## config.mk

```make
export PLATFORM = sky130hd
export DESIGN_NAME = eight_bit_execute_stage
export DESIGN_NICKNAME = d
export VERILOG_FILES = /design/src/hdl/e8x_pkg.sv /design/src/hdl/e8x_ram.sv /design/src/hdl/e8x_alu.sv /design/src/hdl/eight_bit_execute_stage.sv
export SDC_FILE = /design/constraint.sdc
export NUM_CORES = 1
export LEC_CHECK = 0
export BUFFER_PORTS_ARGS = -buffer_cell sky130_fd_sc_hd__buf_2
export CAP_MARGIN = 0
export CORE_AREA = 5 5 252 254
export CTS_CLUSTER_SIZE = 25
export DETAILED_ROUTE_END_ITERATION = 8
export DIE_AREA = 0 0 257 259
export PLACE_DENSITY = 0.74
export SLEW_MARGIN = 30
export SYNTH_ARGS = -nofsm -noshare
export SYNTH_HDL_FRONTEND = slang
export SYNTH_HIERARCHICAL = 1
export SYNTH_SLANG_ARGS = --single-unit
```

## constraint.sdc

```tcl
create_clock -name i_clk -period 4.5 [get_ports i_clk]
set_input_delay 0.9 -clock i_clk [delete_from_list [all_inputs] [get_ports i_clk]]
set_output_delay 0.9 -clock i_clk [all_outputs]
set_load 0.005 [all_outputs]
```

## src/hdl/e8x_pkg.sv

```systemverilog
package e8x_pkg;

    localparam int ADDR_SPAN = 64;

    localparam int FLAG_C = 4;
    localparam int FLAG_V = 3;
    localparam int FLAG_N = 2;
    localparam int FLAG_S = 1;
    localparam int FLAG_Z = 0;

    typedef enum logic [3:0] {
        OP_ADD  = 4'd0,
        OP_SUB  = 4'd1,
        OP_MUL  = 4'd2,
        OP_LDI  = 4'd3,
        OP_BEQZ = 4'd4,
        OP_AND  = 4'd5,
        OP_OR   = 4'd6,
        OP_JR   = 4'd7,
        OP_SAL  = 4'd8,
        OP_SAR  = 4'd9,
        OP_LB   = 4'd10,
        OP_SB   = 4'd11
    } t_opcode;

    typedef struct packed {
        logic        valid_req;
        logic [3:0]  mode;
        logic [5:0]  dest_index;
        logic [7:0]  first_value;
        logic [7:0]  second_value;
        logic [5:0]  immediate;
        logic [15:0] fetch_address;
    } t_exec_op;

    typedef struct packed {
        logic        reg_write;
        logic [5:0]  reg_index;
        logic [7:0]  reg_value;
        logic [4:0]  status_flags;
        logic        pc_write;
        logic [15:0] pc_target;
        logic        unknown_opcode;
    } t_exec_res;

endpackage

```

## src/hdl/e8x_ram.sv

```systemverilog
module e8x_ram #(
    parameter int WIDTH = 8,
    parameter int DEPTH = 64
) (
    input  logic                     i_clk,
    input  logic                     i_we,
    input  logic [$clog2(DEPTH)-1:0] i_waddr,
    input  logic [WIDTH-1:0]         i_wdata,
    input  logic                     i_re,
    input  logic [$clog2(DEPTH)-1:0] i_raddr,
    output logic [WIDTH-1:0]         o_rdata
);

    logic [WIDTH-1:0] r_mem [DEPTH];
    logic [WIDTH-1:0] r_rdata;

    always_ff @(posedge i_clk) begin
        if (i_we) begin
            r_mem[i_waddr] <= i_wdata;
        end
        if (i_re) begin
            r_rdata <= r_mem[i_raddr];
        end
    end

    assign o_rdata = r_rdata;

endmodule

```

## src/hdl/e8x_alu.sv

```systemverilog
module e8x_alu #(
    parameter int REG_COUNT = 64
) (
    input  e8x_pkg::t_exec_op  i_op,
    input  logic [7:0]         i_load_byte,
    input  logic [4:0]         i_flags,
    output e8x_pkg::t_exec_res o_res
);

    logic [7:0]        a;
    logic [7:0]        b;
    logic [7:0]        imm_s;
    logic [8:0]        sum;
    logic [15:0]       prod;
    logic signed [7:0] a_s;
    logic [2:0]        sar_amt;
    logic              wr;
    logic              jump;
    logic              unknown;
    logic [7:0]        val;
    logic [15:0]       target;
    logic [4:0]        flags;
    logic              v_bit;
    logic              in_range;

    always_comb begin
        a        = i_op.first_value;
        b        = i_op.second_value;
        a_s      = $signed(i_op.first_value);
        imm_s    = {{2{i_op.immediate[5]}}, i_op.immediate};
        sum      = {1'b0, a} + {1'b0, b};
        prod     = a * b;
        sar_amt  = (i_op.immediate >= 6'd8) ? 3'd7 : i_op.immediate[2:0];
        wr       = 1'b0;
        jump     = 1'b0;
        unknown  = 1'b0;
        val      = 8'd0;
        target   = 16'd0;
        flags    = i_flags;
        v_bit    = 1'b0;
        if (i_op.valid_req) begin
            unique case (e8x_pkg::t_opcode'(i_op.mode))
                e8x_pkg::OP_ADD: begin
                    val   = sum[7:0];
                    wr    = 1'b1;
                    v_bit = (~(a[7] ^ b[7])) & (a[7] ^ val[7]);
                    flags = {sum[8], v_bit, val[7], val[7] ^ v_bit, val == 8'd0};
                end
                e8x_pkg::OP_SUB: begin
                    val   = a - b;
                    wr    = 1'b1;
                    v_bit = (a[7] ^ b[7]) & (a[7] ^ val[7]);
                    flags = {i_flags[e8x_pkg::FLAG_C], v_bit, val[7], val[7] ^ v_bit,
                             val == 8'd0};
                end
                e8x_pkg::OP_MUL: begin
                    val = prod[7:0];
                    wr  = 1'b1;
                end
                e8x_pkg::OP_LDI: begin
                    val = imm_s;
                    wr  = 1'b1;
                end
                e8x_pkg::OP_BEQZ: begin
                    if (a == 8'd0) begin
                        jump   = 1'b1;
                        target = i_op.fetch_address + 16'd1
                               + {{10{i_op.immediate[5]}}, i_op.immediate};
                    end
                end
                e8x_pkg::OP_AND: begin
                    val = a & b;
                    wr  = 1'b1;
                end
                e8x_pkg::OP_OR: begin
                    val = a | b;
                    wr  = 1'b1;
                end
                e8x_pkg::OP_JR: begin
                    jump   = 1'b1;
                    target = {a, b};
                end
                e8x_pkg::OP_SAL: begin
                    val = (i_op.immediate >= 6'd8) ? 8'd0 : (a << i_op.immediate[2:0]);
                    wr  = 1'b1;
                end
                e8x_pkg::OP_SAR: begin
                    val = 8'(a_s >>> sar_amt);
                    wr  = 1'b1;
                end
                e8x_pkg::OP_LB: begin
                    val = i_load_byte;
                    wr  = 1'b1;
                end
                e8x_pkg::OP_SB: begin
                    wr = 1'b0;
                end
                default: begin
                    unknown = 1'b1;
                end
            endcase
            if (i_op.mode == e8x_pkg::OP_MUL || i_op.mode == e8x_pkg::OP_AND
                || i_op.mode == e8x_pkg::OP_OR || i_op.mode == e8x_pkg::OP_SAL
                || i_op.mode == e8x_pkg::OP_SAR) begin
                flags[e8x_pkg::FLAG_N] = val[7];
                flags[e8x_pkg::FLAG_Z] = (val == 8'd0);
            end
        end
        in_range = ({1'b0, i_op.dest_index} < 7'(REG_COUNT));
        wr       = wr & in_range;

        o_res.reg_write      = wr;
        o_res.reg_index      = wr ? i_op.dest_index : 6'd0;
        o_res.reg_value      = wr ? val : 8'd0;
        o_res.status_flags   = flags;
        o_res.pc_write       = jump;
        o_res.pc_target      = jump ? target : 16'd0;
        o_res.unknown_opcode = unknown;
    end

endmodule

```

## src/hdl/eight_bit_execute_stage.sv

```systemverilog
// Execute stage of an 8-bit pipelined processor. It takes one instruction item in
// every cycle while o_stall is low; each result is held in the execute register and
// then in the output register. The data store sits in a single-port-per-direction
// RAM with a registered read: loads and stores address it on the cycle the item is
// accepted, so a load straight after a store to the same byte sees the stored value.
// One valid bit per addressable byte, cleared by reset, makes unwritten bytes read as
// zero, so no clearing pass is needed. The status flags are updated as each item
// leaves the execute register, in program order.
module eight_bit_execute_stage #(
    parameter int DATA_DEPTH = 64,
    parameter int REG_COUNT  = 64
) (
    input  logic               i_clk,
    input  logic               i_rst_n,
    input  logic               i_valid,
    output logic               o_stall,
    input  logic               i_valid_req,
    input  logic [3:0]         i_mode,
    input  logic [5:0]         i_dest_index,
    input  logic signed [7:0]  i_first_value,
    input  logic signed [7:0]  i_second_value,
    input  logic [5:0]         i_immediate,
    input  logic [15:0]        i_fetch_address,
    output logic               o_valid,
    input  logic               i_stall,
    output logic               o_reg_write,
    output logic [5:0]         o_reg_index,
    output logic signed [7:0]  o_reg_value,
    output logic [4:0]         o_status_flags,
    output logic               o_pc_write,
    output logic [15:0]        o_pc_target,
    output logic               o_unknown_opcode
);

    localparam int AW = $clog2(DATA_DEPTH);

    logic                           w_accept;
    logic                           w_advance;
    logic                           w_store;
    logic                           w_load;
    logic [AW-1:0]                  w_addr;
    logic [7:0]                     w_rdata;
    logic [7:0]                     w_load_byte;
    e8x_pkg::t_exec_res             w_res;

    logic                           r_s1_valid;
    logic                           n_s1_valid;
    e8x_pkg::t_exec_op              r_s1;
    logic                           r_o_valid;
    logic                           n_o_valid;
    e8x_pkg::t_exec_res             r_out;
    logic [4:0]                     r_flags;
    logic [e8x_pkg::ADDR_SPAN-1:0]  r_mem_valid;
    logic                           r_ld_valid;

    assign o_stall   = r_s1_valid & r_o_valid & i_stall;
    assign w_accept  = i_valid & ~o_stall;
    assign w_advance = r_s1_valid & (~r_o_valid | ~i_stall);
    assign w_store   = w_accept & i_valid_req & (i_mode == e8x_pkg::OP_SB);
    assign w_load    = w_accept & i_valid_req & (i_mode == e8x_pkg::OP_LB);
    assign w_addr    = AW'(i_immediate);

    always_comb begin
        n_s1_valid = w_accept | (r_s1_valid & ~w_advance);
        n_o_valid  = w_advance | (r_o_valid & i_stall);
    end

    e8x_ram #(
        .WIDTH (8),
        .DEPTH (DATA_DEPTH)
    ) u_data_ram (
        .i_clk   (i_clk),
        .i_we    (w_store),
        .i_waddr (w_addr),
        .i_wdata (i_first_value),
        .i_re    (w_load),
        .i_raddr (w_addr),
        .o_rdata (w_rdata)
    );

    assign w_load_byte = r_ld_valid ? w_rdata : 8'd0;

    e8x_alu #(
        .REG_COUNT (REG_COUNT)
    ) u_alu (
        .i_op        (r_s1),
        .i_load_byte (w_load_byte),
        .i_flags     (r_flags),
        .o_res       (w_res)
    );

    always_ff @(posedge i_clk) begin
        if (!i_rst_n) begin
            r_s1_valid  <= 1'b0;
            r_o_valid   <= 1'b0;
            r_flags     <= 5'd0;
            r_mem_valid <= '0;
        end else begin
            r_s1_valid <= n_s1_valid;
            r_o_valid  <= n_o_valid;
            if (w_advance) begin
                r_flags <= w_res.status_flags;
            end
            if (w_store) begin
                r_mem_valid[i_immediate] <= 1'b1;
            end
        end
    end

    always_ff @(posedge i_clk) begin
        if (w_accept) begin
            r_s1.valid_req     <= i_valid_req;
            r_s1.mode          <= i_mode;
            r_s1.dest_index    <= i_dest_index;
            r_s1.first_value   <= i_first_value;
            r_s1.second_value  <= i_second_value;
            r_s1.immediate     <= i_immediate;
            r_s1.fetch_address <= i_fetch_address;
        end
        if (w_load) begin
            r_ld_valid <= r_mem_valid[i_immediate];
        end
        if (w_advance) begin
            r_out <= w_res;
        end
    end

    assign o_valid          = r_o_valid;
    assign o_reg_write      = r_out.reg_write;
    assign o_reg_index      = r_out.reg_index;
    assign o_reg_value      = r_out.reg_value;
    assign o_status_flags   = r_out.status_flags;
    assign o_pc_write       = r_out.pc_write;
    assign o_pc_target      = r_out.pc_target;
    assign o_unknown_opcode = r_out.unknown_opcode;

endmodule

```

==> qor.csv, run 1 <==
stage;metric;value;unit
outcome;outcome;completed;
clock_network;htreeDepth;3;
clock_network;clk_latency;0.61;ns
sta;final.period_utilization;98.9;%
floorplanning;die_w;257;µm
clock_network;cts_tree;built;
drt;ant_nets;0;
clock_network;clk_path_buf_depth;3;
drt;routedWlPerCell;24.8;µm
layout;drive_above_1_share;24.6;%
clock_network;cts_root_buf;clkbuf_16;
synth;synthesis.nets;2030;
power_and_ir_drop;switching_power;3.15;mW
global_routing;grt_pass1_vias;18100;
floorplanning;die_h;259;µm
power_and_ir_drop;p_comb_share;9.0;%
clock_network;cts.hold.buffers_added;0;
drt;viasPerCell;6.10;
job;drv_cap;0;
global_routing;grt_max_degree;69;
synth;synth_area_per_cell;15.7;µm²
power_and_ir_drop;peakVddDrop;278;µV
worst_setup_path;cp-end-kind;flip-flop;
synth;synth_seq_cells;679;
worst_setup_path;critical_path_class;reg -> reg;
sta;finClkSkew;0.0181;ns
floorplanning;die-area;66600;µm²
synth;syn_inst;1907;
layout;syn2layout_area_growth;14.1;%
synth;synthArstFlopShare;0;%
synth;syn-cell-area;30000;µm²
drt;dr.pass1.iters;6;
floorplanning;row_count;91;
drt;drc;0;
synth;ys_warn_count;6;
sta;hold_viol;0;
layout;final_core_util;56.1;%
drt;wirelength;73.0;mm
worst_setup_path;critPathRequiredTime;5.05;ns
power_and_ir_drop;power_per_cell_area;404;nW/µm²
synth;synth_edf_count;608;
floorplanning;io_pins;93;
global_routing;antenna_found_initial;3;
power_and_ir_drop;intPower;10.7;mW
floorplanning;core-area;61000;µm²
power_and_ir_drop;leakage;11.8;nW
floorplanning;start_util;49.2;%
power_and_ir_drop;power.share.switching;22.8;%
power_and_ir_drop;p_clk_share;40.6;%
clock_network;path_clk_slew;0.06;ns
placed_design;hpwl;47.8;mm
worst_setup_path;cp_max_fo;4;
global_routing;grt-ovfl-total;0;
drt;drt_iter0_markers;2214;
global_routing;grt_pass1_wl;110;mm
placed_design;gp_congestion;0.905;
sta;hold_ws;0.449;ns
layout;finalNetCount;2219;
synth;ys_types;82;
sta;rsz0062_at_grt;yes;
drt;vias;18000;
sta;layout_min_cycle_time;4.45;ns
sta;slew-limit-headroom;38.7;%
power_and_ir_drop;p_seq_share;50.4;%
sta;setup_tns;0;ns
synth;seq_area_frac_synth;65.6;%
global_routing;grtUsageTotal;21.5;%
clock_network;cts_made_buffers;71;
worst_setup_path;worstPathArrival;5.00;ns
sta;setup_viol;0;
sta;max_freq;225;MHz
clock_network;clock_sinks;679;
sta;worst_pin_slew;0.919;ns
placed_design;place.port_buffers;92;
worst_hold_path;hold_class;reg -> reg;
synth;synth_ff_type;edfxtp_1;
worst_setup_path;cp-start-kind;flip-flop;
sta;maxSlewViolCount;0;
[through the flow]
step	setup slack [ns]	std cells	area, µm²	total power [mW]
after detailed placement	-0.327	2802	31800	8.28
after global routing	-0.234	2942	34200	14.3
after CTS	0.000732	2932	34100	13.9
after floorplan	0.00984	1907	30000	7.86
after global placement	-0.193	2802	31800	8.27
final	0.0481	2943	34200	13.8
[kinds of logic (layout without fill, tap and decap cells)]
kind of cell | after synthesis | count (layout) | share of synthesized area (%)
compound gates | 293 | 293 | 6.99
flops | 679 | 679 | 65.6
xor+xnor | 37 | 37 | 1.22
other cells | 0 | 2 | 0
simple gates | 453 | 453 | 7.39
fa+ha+maj | 70 | 70 | 3.32
mux | 205 | 205 | 12.7
buf+inv | 170 | 414 | 2.79
[worst max-delay path, cell delays in order (launching register included)]
cell and delay (ns):
edfxtp_1 0.42, inv_2 0.14, nor2_4 0.05, fa_2 0.39, fa_1 0.52, ha_1 0.29, inv_1 0.05, fa_1 0.49
inv_2 0.05, ha_4 0.22, xnor2_2 0.13, o211ai_1 0.20, a21oi_1 0.11, nor4_2 0.38, o221ai_2 0.18, nor4_2 0.22
nand4_1 0.14, o211ai_2 0.23, mux2i_1 0.10, nor2b_1 0.10
[registers in the layout, summed over array words and instances, names as in the netlist, 5 cells and up]
signal              count
o_reg_value             8
r_s1                   49
o_status_flags          5
u_data_ram/r_mem      512
o_pc_target            16
u_data_ram/o_rdata      8
r_flags                 5
o_reg_index             6
r_mem_valid            64
[layer usage]
layer | part of all wire (%) | GRT usage, % | vias to the layer above | wire (µm)
li1 | - | - | 7853 | -
met1 | 41 | 29.5 | 9076 | 29800
met2 | 48 | 35.0 | 859 | 35100
met3 | 7.3 | 3.64 | 169 | 5340
met4 | 3.7 | 8.23 | 0 | 2730
met5 | 0 | 0 | - | 0
[synth_stat cells (all sizes together) (4+ instances only)]
master | instances | share of area (%)
clkbuf | 53 | 0.66
a31oi | 6 | 0.13
o221ai | 12 | 0.35
inv | 61 | 0.77
a21oi | 44 | 0.73
a21o | 7 | 0.18
o2bb2ai | 5 | 0.15
and3 | 5 | 0.10
o21a | 7 | 0.18
fa | 16 | 1.1
nor2b | 36 | 0.77
a221oi | 20 | 0.63
o32ai | 5 | 0.15
mux2 | 25 | 0.94
ha | 54 | 2.3
nand3b | 8 | 0.20
mux4 | 138 | 10
nor3 | 24 | 0.48
mux2i | 42 | 1.4
xnor2 | 22 | 0.64
a22oi | 10 | 0.25
o21ai | 62 | 1.1
edfxtp | 608 | 61
a211oi | 11 | 0.28
o211ai | 6 | 0.17
o221a | 6 | 0.23
nor4 | 13 | 0.31
o31ai | 5 | 0.13
o22ai | 24 | 0.50
xor2 | 12 | 0.35
buf | 54 | 1.3
dfxtp | 71 | 4.7
nand2 | 105 | 1.3
and2 | 34 | 0.71
nand4 | 10 | 0.21
nand2b | 18 | 0.40
nor2 | 154 | 1.9
a22o | 35 | 1.0
o21bai | 4 | 0.10
nand3 | 32 | 0.53
[final cells by class]
type	count	area (µm²)
Sequential cell	679	19700
Clock inverter	31	305
Inverter	63	240
Clock buffer	97	1910
Multi-Input combinational cell	1058	9600
Antenna cell	2	5.00
Tap cell	790	988
Fill cell	4682	26800
Timing Repair Buffer	223	1520
[timing repair]
item,CTS,global route
endpoints found under the setup margin,4,5
gates resized for setup,8,16
buffers inserted,2,8
pin swaps,6,24
[power groups by stage]
stage	Clock, mW	Sequential, mW	Combinational (mW)
floorplan	0	7.07	0.786
global placement	0	7.10	1.17
finish	5.60	6.96	1.25
detailed placement	0	7.10	1.19
global route	5.98	6.97	1.34
CTS	5.72	6.96	1.21
[final timing paths]
check	from	to	slack, ns	cells after the start
max	r_s1[25]	r_flags[0]	0.05	19
min	r_mem_valid[10]	r_mem_valid[10]	0.45	2
max reg2reg	r_s1[25]	r_flags[0]	0.05	19
min reg2reg	r_mem_valid[10]	r_mem_valid[10]	0.45	2
[cell usage in the layout, fill, tap and decap left out, types with 6 or more instances in the layout]
| cell type | Yosys | final |
|---|---|---|
| fa_1 | 16 | 12 |
| o21a_1 | 7 | 7 |
| buf_2 | 17 | 87 |
| o221a_2 | 6 | 6 |
| ha_1 | 54 | 48 |
| nor4_1 | 11 | 10 |
| o21ai_0 | 50 | 50 |
| mux4_2 | 135 | 135 |
| clkinv_1 | 2 | 17 |
| nor3_1 | 22 | 22 |
| a22oi_1 | 10 | 10 |
| mux2i_1 | 42 | 42 |
| nand2b_1 | 17 | 17 |
| dfxtp_1 | 71 | 71 |
| nor2b_1 | 34 | 34 |
| clkbuf_1 | 53 | 24 |
| a221oi_1 | 18 | 18 |
| o22ai_1 | 24 | 24 |
| a211oi_1 | 11 | 11 |
| inv_1 | 60 | 55 |
| nand2_1 | 105 | 105 |
| nand3b_1 | 8 | 8 |
| and2_1 | 33 | 32 |
| xnor2_1 | 22 | 21 |
| nor2_1 | 152 | 150 |
| a31oi_1 | 6 | 6 |
| a21oi_1 | 44 | 42 |
| clkbuf_16 | 0 | 72 |
| mux2_2 | 25 | 25 |
| nand4_1 | 10 | 10 |
| xor2_1 | 12 | 12 |
| o221ai_1 | 12 | 10 |
| edfxtp_1 | 608 | 608 |
| nand3_1 | 32 | 32 |
| a21o_1 | 7 | 7 |
| a22o_1 | 35 | 35 |
| buf_4 | 16 | 130 |
| o21ai_2 | 8 | 8 |
(Power assumes the default switching activity.)
==> run 2: changes to the inputs <==
--- a/config.mk
+++ b/config.mk
@@ -5,12 +5,13 @@
 export SDC_FILE = /design/constraint.sdc
 export NUM_CORES = 1
 export LEC_CHECK = 0
+export ABC_AREA = 1
 export BUFFER_PORTS_ARGS = -buffer_cell sky130_fd_sc_hd__buf_2
-export CAP_MARGIN = 0
-export CORE_AREA = 5 5 252 254
+export CORE_AREA = 5 5 259 261
 export CTS_CLUSTER_SIZE = 25
 export DETAILED_ROUTE_END_ITERATION = 8
-export DIE_AREA = 0 0 257 259
+export DIE_AREA = 0 0 264 266
+export MAX_ROUTING_LAYER = met4
 export PLACE_DENSITY = 0.74
 export SLEW_MARGIN = 30
 export SYNTH_ARGS = -nofsm -noshare
==> run 2 against run 1 <==
  * Hold slack worse by 0.00067 ns
  * Synthesized cell count up 67%
  * Critical path depth down 2
  * Sequential power about the same
  * Highest routed layer unchanged
  * Utilization down 1.4 points
  * Critical path type unchanged
  * Design area up 2.6%
  * Count of clock-buffer cells in the layout down 4
  * Area after synthesis up 6.1%
  * Global-route usage up 1.9 points
==> qor.csv, run 2 <==
stage;metric;value;unit
worst_setup_path;crit_path_start;r_s1[25];
clock_network;cts.hold.buffers_added;0;
worst_setup_path;critical_path_class;reg -> reg;
global_routing;grt_pass1_vias;22200;
worst_setup_path;ff2ff_path_depth;17;
floorplanning;die_w;264;µm
worst_setup_path;critical_path.endpoint;r_flags[0];
clock_network;clk_latency;0.63;ns
global_routing;grtUsageTotal;23.4;%
worst_setup_path;cp_max_fo;3;
sta;setup_viol;0;
floorplanning;die_h;266;µm
synth;syn-cell-area;31900;µm²
synth;synth_edf_count;608;
power_and_ir_drop;leakage;13.8;nW
layout;syn2layout_area_growth;10.2;%
global_routing;grt-ovfl-total;0;
clock_network;cts_made_buffers;70;
clock_network;path_clk_slew;0.06;ns
floorplanning;die-area;70200;µm²
layout;final_common_cell;nand2_1;
synth;syn_inst;3194;
clock_network;clock_sinks;679;
floorplanning;core-area;64200;µm²
sta;final.period_utilization;93.0;%
floorplanning;start_util;49.6;%
worst_setup_path;cp-start-kind;flip-flop;
worst_setup_path;r2r_slack;0.32;ns
drt;ant_nets;0;
global_routing;grt_pass1_wl;126;mm
sta;rsz0062_at_grt;no;
sta;setup_tns;0;ns
drt;routedWlPerCell;19.7;µm
layout;drive_above_1_share;10.2;%
worst_setup_path;cp-end-kind;flip-flop;
placed_design;gp_congestion;0.963;
sta;max_freq;239;MHz
synth;yosysMostFrequentCell;nand2_1;
synth;synth_ff_type;edfxtp_1;
worst_setup_path;worstPathArrival;4.74;ns
drt;viasPerCell;5.59;
clock_network;cts_root_buf;clkbuf_16;
outcome;outcome;completed;
global_routing;grt_max_degree;120;
drt;drt_iter0_markers;2708;
synth;ys_top_cells_by_count;nand2_1 (979), edfxtp_1 (608), nand3_1 (606), inv_1 (230), nor2_1 (132);
sta;maxSlewViolCount;0;
layout;finalNetCount;3389;
layout;regMostFlops;u_data_ram/r_mem;
worst_setup_path;reg2reg_from;r_s1[25];
floorplanning;io_pins;93;
layout;largest_register_ffs;512;
drt;vias;23300;
sta;worst_pin_slew;0.972;ns
synth;synthesis.nets;3317;
power_and_ir_drop;peakVddDrop;477;µV
sta;layout_min_cycle_time;4.18;ns
clock_network;cts_tree;built;
sta;finClkSkew;0.0351;ns
drt;drc;0;
drt;dr.pass1.iters;8;
synth;synth.top_cell.area_share;57.3;%
floorplanning;row_count;93;
synth;seq_area_frac_synth;61.8;%
placed_design;hpwl;52.6;mm
layout;layout_common_cells;nand2_1 (979), edfxtp_1 (608), nand3_1 (606);
layout;reg.largest.list;u_data_ram/r_mem: 512 flops, r_mem_valid: 64 flops, r_s1: 49 flops;
job;drv_cap;0;
synth;yosys.area.top_type;edfxtp_1;
global_routing;antenna_found_initial;0;
power_and_ir_drop;power_per_cell_area;396;nW/µm²
drt;wirelength;82.2;mm
worst_hold_path;hold_class;reg -> reg;
clock_network;htreeDepth;3;
sta;hold_viol;0;
sta;hold_ws;0.448;ns
synth;ys_types;51;
synth;ys_warn_count;6;
synth;synth_seq_cells;679;
layout;num-fill-cells;5573;
clock_network;clk_path_buf_depth;3;
worst_setup_path;critPathRequiredTime;5.06;ns
synth;yosys-top-cells-area;edfxtp_1 (57%), nand2_1 (12%), nand3_1 (9.5%), dfxtp_1 (4.5%), inv_1 (2.7%);
sta;slew-limit-headroom;35.2;%
placed_design;place.port_buffers;92;
synth;synth_area_per_cell;9.97;µm²
worst_setup_path;r2r_end;r_flags[0];
synth;synthArstFlopShare;0;%
layout;diodes;0;
## run 2: layout make-up
type / instances / area, µm² / area share (%)
flip-flops and latches: 679 / 19700 / 56.0
repair buffers: 163 / 1050 / 2.98
clock buffers: 93 / 1880 / 5.36
well taps: 855 / 1070 / 3.05
multi-input cells: 2104 / 10100 / 28.9
inverters: 248 / 945 / 2.69
clock inverters: 32 / 347 / 0.987
## run 2: where the power goes
group	leakage [nW]	switching [mW]	internal, mW
Sequential	6.12	0.0409	6.92
Clock	1.08	2.40	3.26
Combinational	6.58	0.918	0.369
Total	13.8	3.36	10.5
## run 2: timing repair
| action | in CTS | in global routing |
|---|---|---|
| setup endpoints to repair | 0 | 2 |
| resized for setup | 0 | 2 |
| setup buffers | 0 | 0 |
## run 2: critical path, stage by stage, from the launching register on
cell and delay, ns:
edfxtp_1 0.38, ha_2 0.22, inv_1 0.08, fa_1 0.54, inv_1 0.05, ha_1 0.27
inv_1 0.05, fa_1 0.50, fa_1 0.55, inv_1 0.05, ha_1 0.32, o21ai_0 0.37
nand4_1 0.16, nor3_2 0.19, nand3_1 0.12, a21oi_2 0.14, nor2_1 0.06, nor2_1 0.09
## run 2: per-layer routing
metal,vias up,wire length (µm),GRT usage (%)
li1,11000,-,-
met1,11100,33100,30.4
met2,1047,39400,37.6
met3,205,6550,4.04
met4,0,3100,8.28
met5,-,0,-
## run 2: worst min path at each step
stage | start | endpoint | slack (ns) | cells after the start
global route | i_dest_index[4] | r_s1[42] | 0.43 | 1
finish | r_mem_valid[10] | r_mem_valid[10] | 0.45 | 2
floorplan | r_mem_valid[10] | r_mem_valid[10] | 0.43 | 2
global placement | r_mem_valid[10] | r_mem_valid[10] | 0.44 | 2
CTS | i_dest_index[1] | r_s1[39] | 0.44 | 1
detailed placement | r_mem_valid[10] | r_mem_valid[10] | 0.44 | 2
## run 2: metrics by stage
| stage | cell area (µm²) | std cells | util [%] | setup slack, ns | total power, mW |
|---|---|---|---|---|---|
| after floorplan | 31900 | 3194 | - | 0.498 | 7.94 |
| after global placement | 32900 | 4049 | 51.2 | 0.279 | 8.34 |
| after detailed placement | 32900 | 4049 | 51.2 | 0.260 | 8.35 |
| after CTS | 35100 | 4174 | 54.7 | 0.275 | 14.0 |
| after global routing | 35100 | 4174 | 54.7 | 0.0137 | 14.4 |
| final | 35100 | 4174 | 54.7 | 0.317 | 13.9 |
## run 2: cell families after synthesis
logic type / count (synthesis) / share of synthesized area [%]
AO/OA/AOI/OAI: 203 / 3.41
adder cells (fa/ha/maj): 70 / 3.13
buffers and inverters: 411 / 6.45
XOR/XNOR: 8 / 0.220
flip-flops: 679 / 61.8
AND/OR/NAND/NOR: 1823 / 25.0
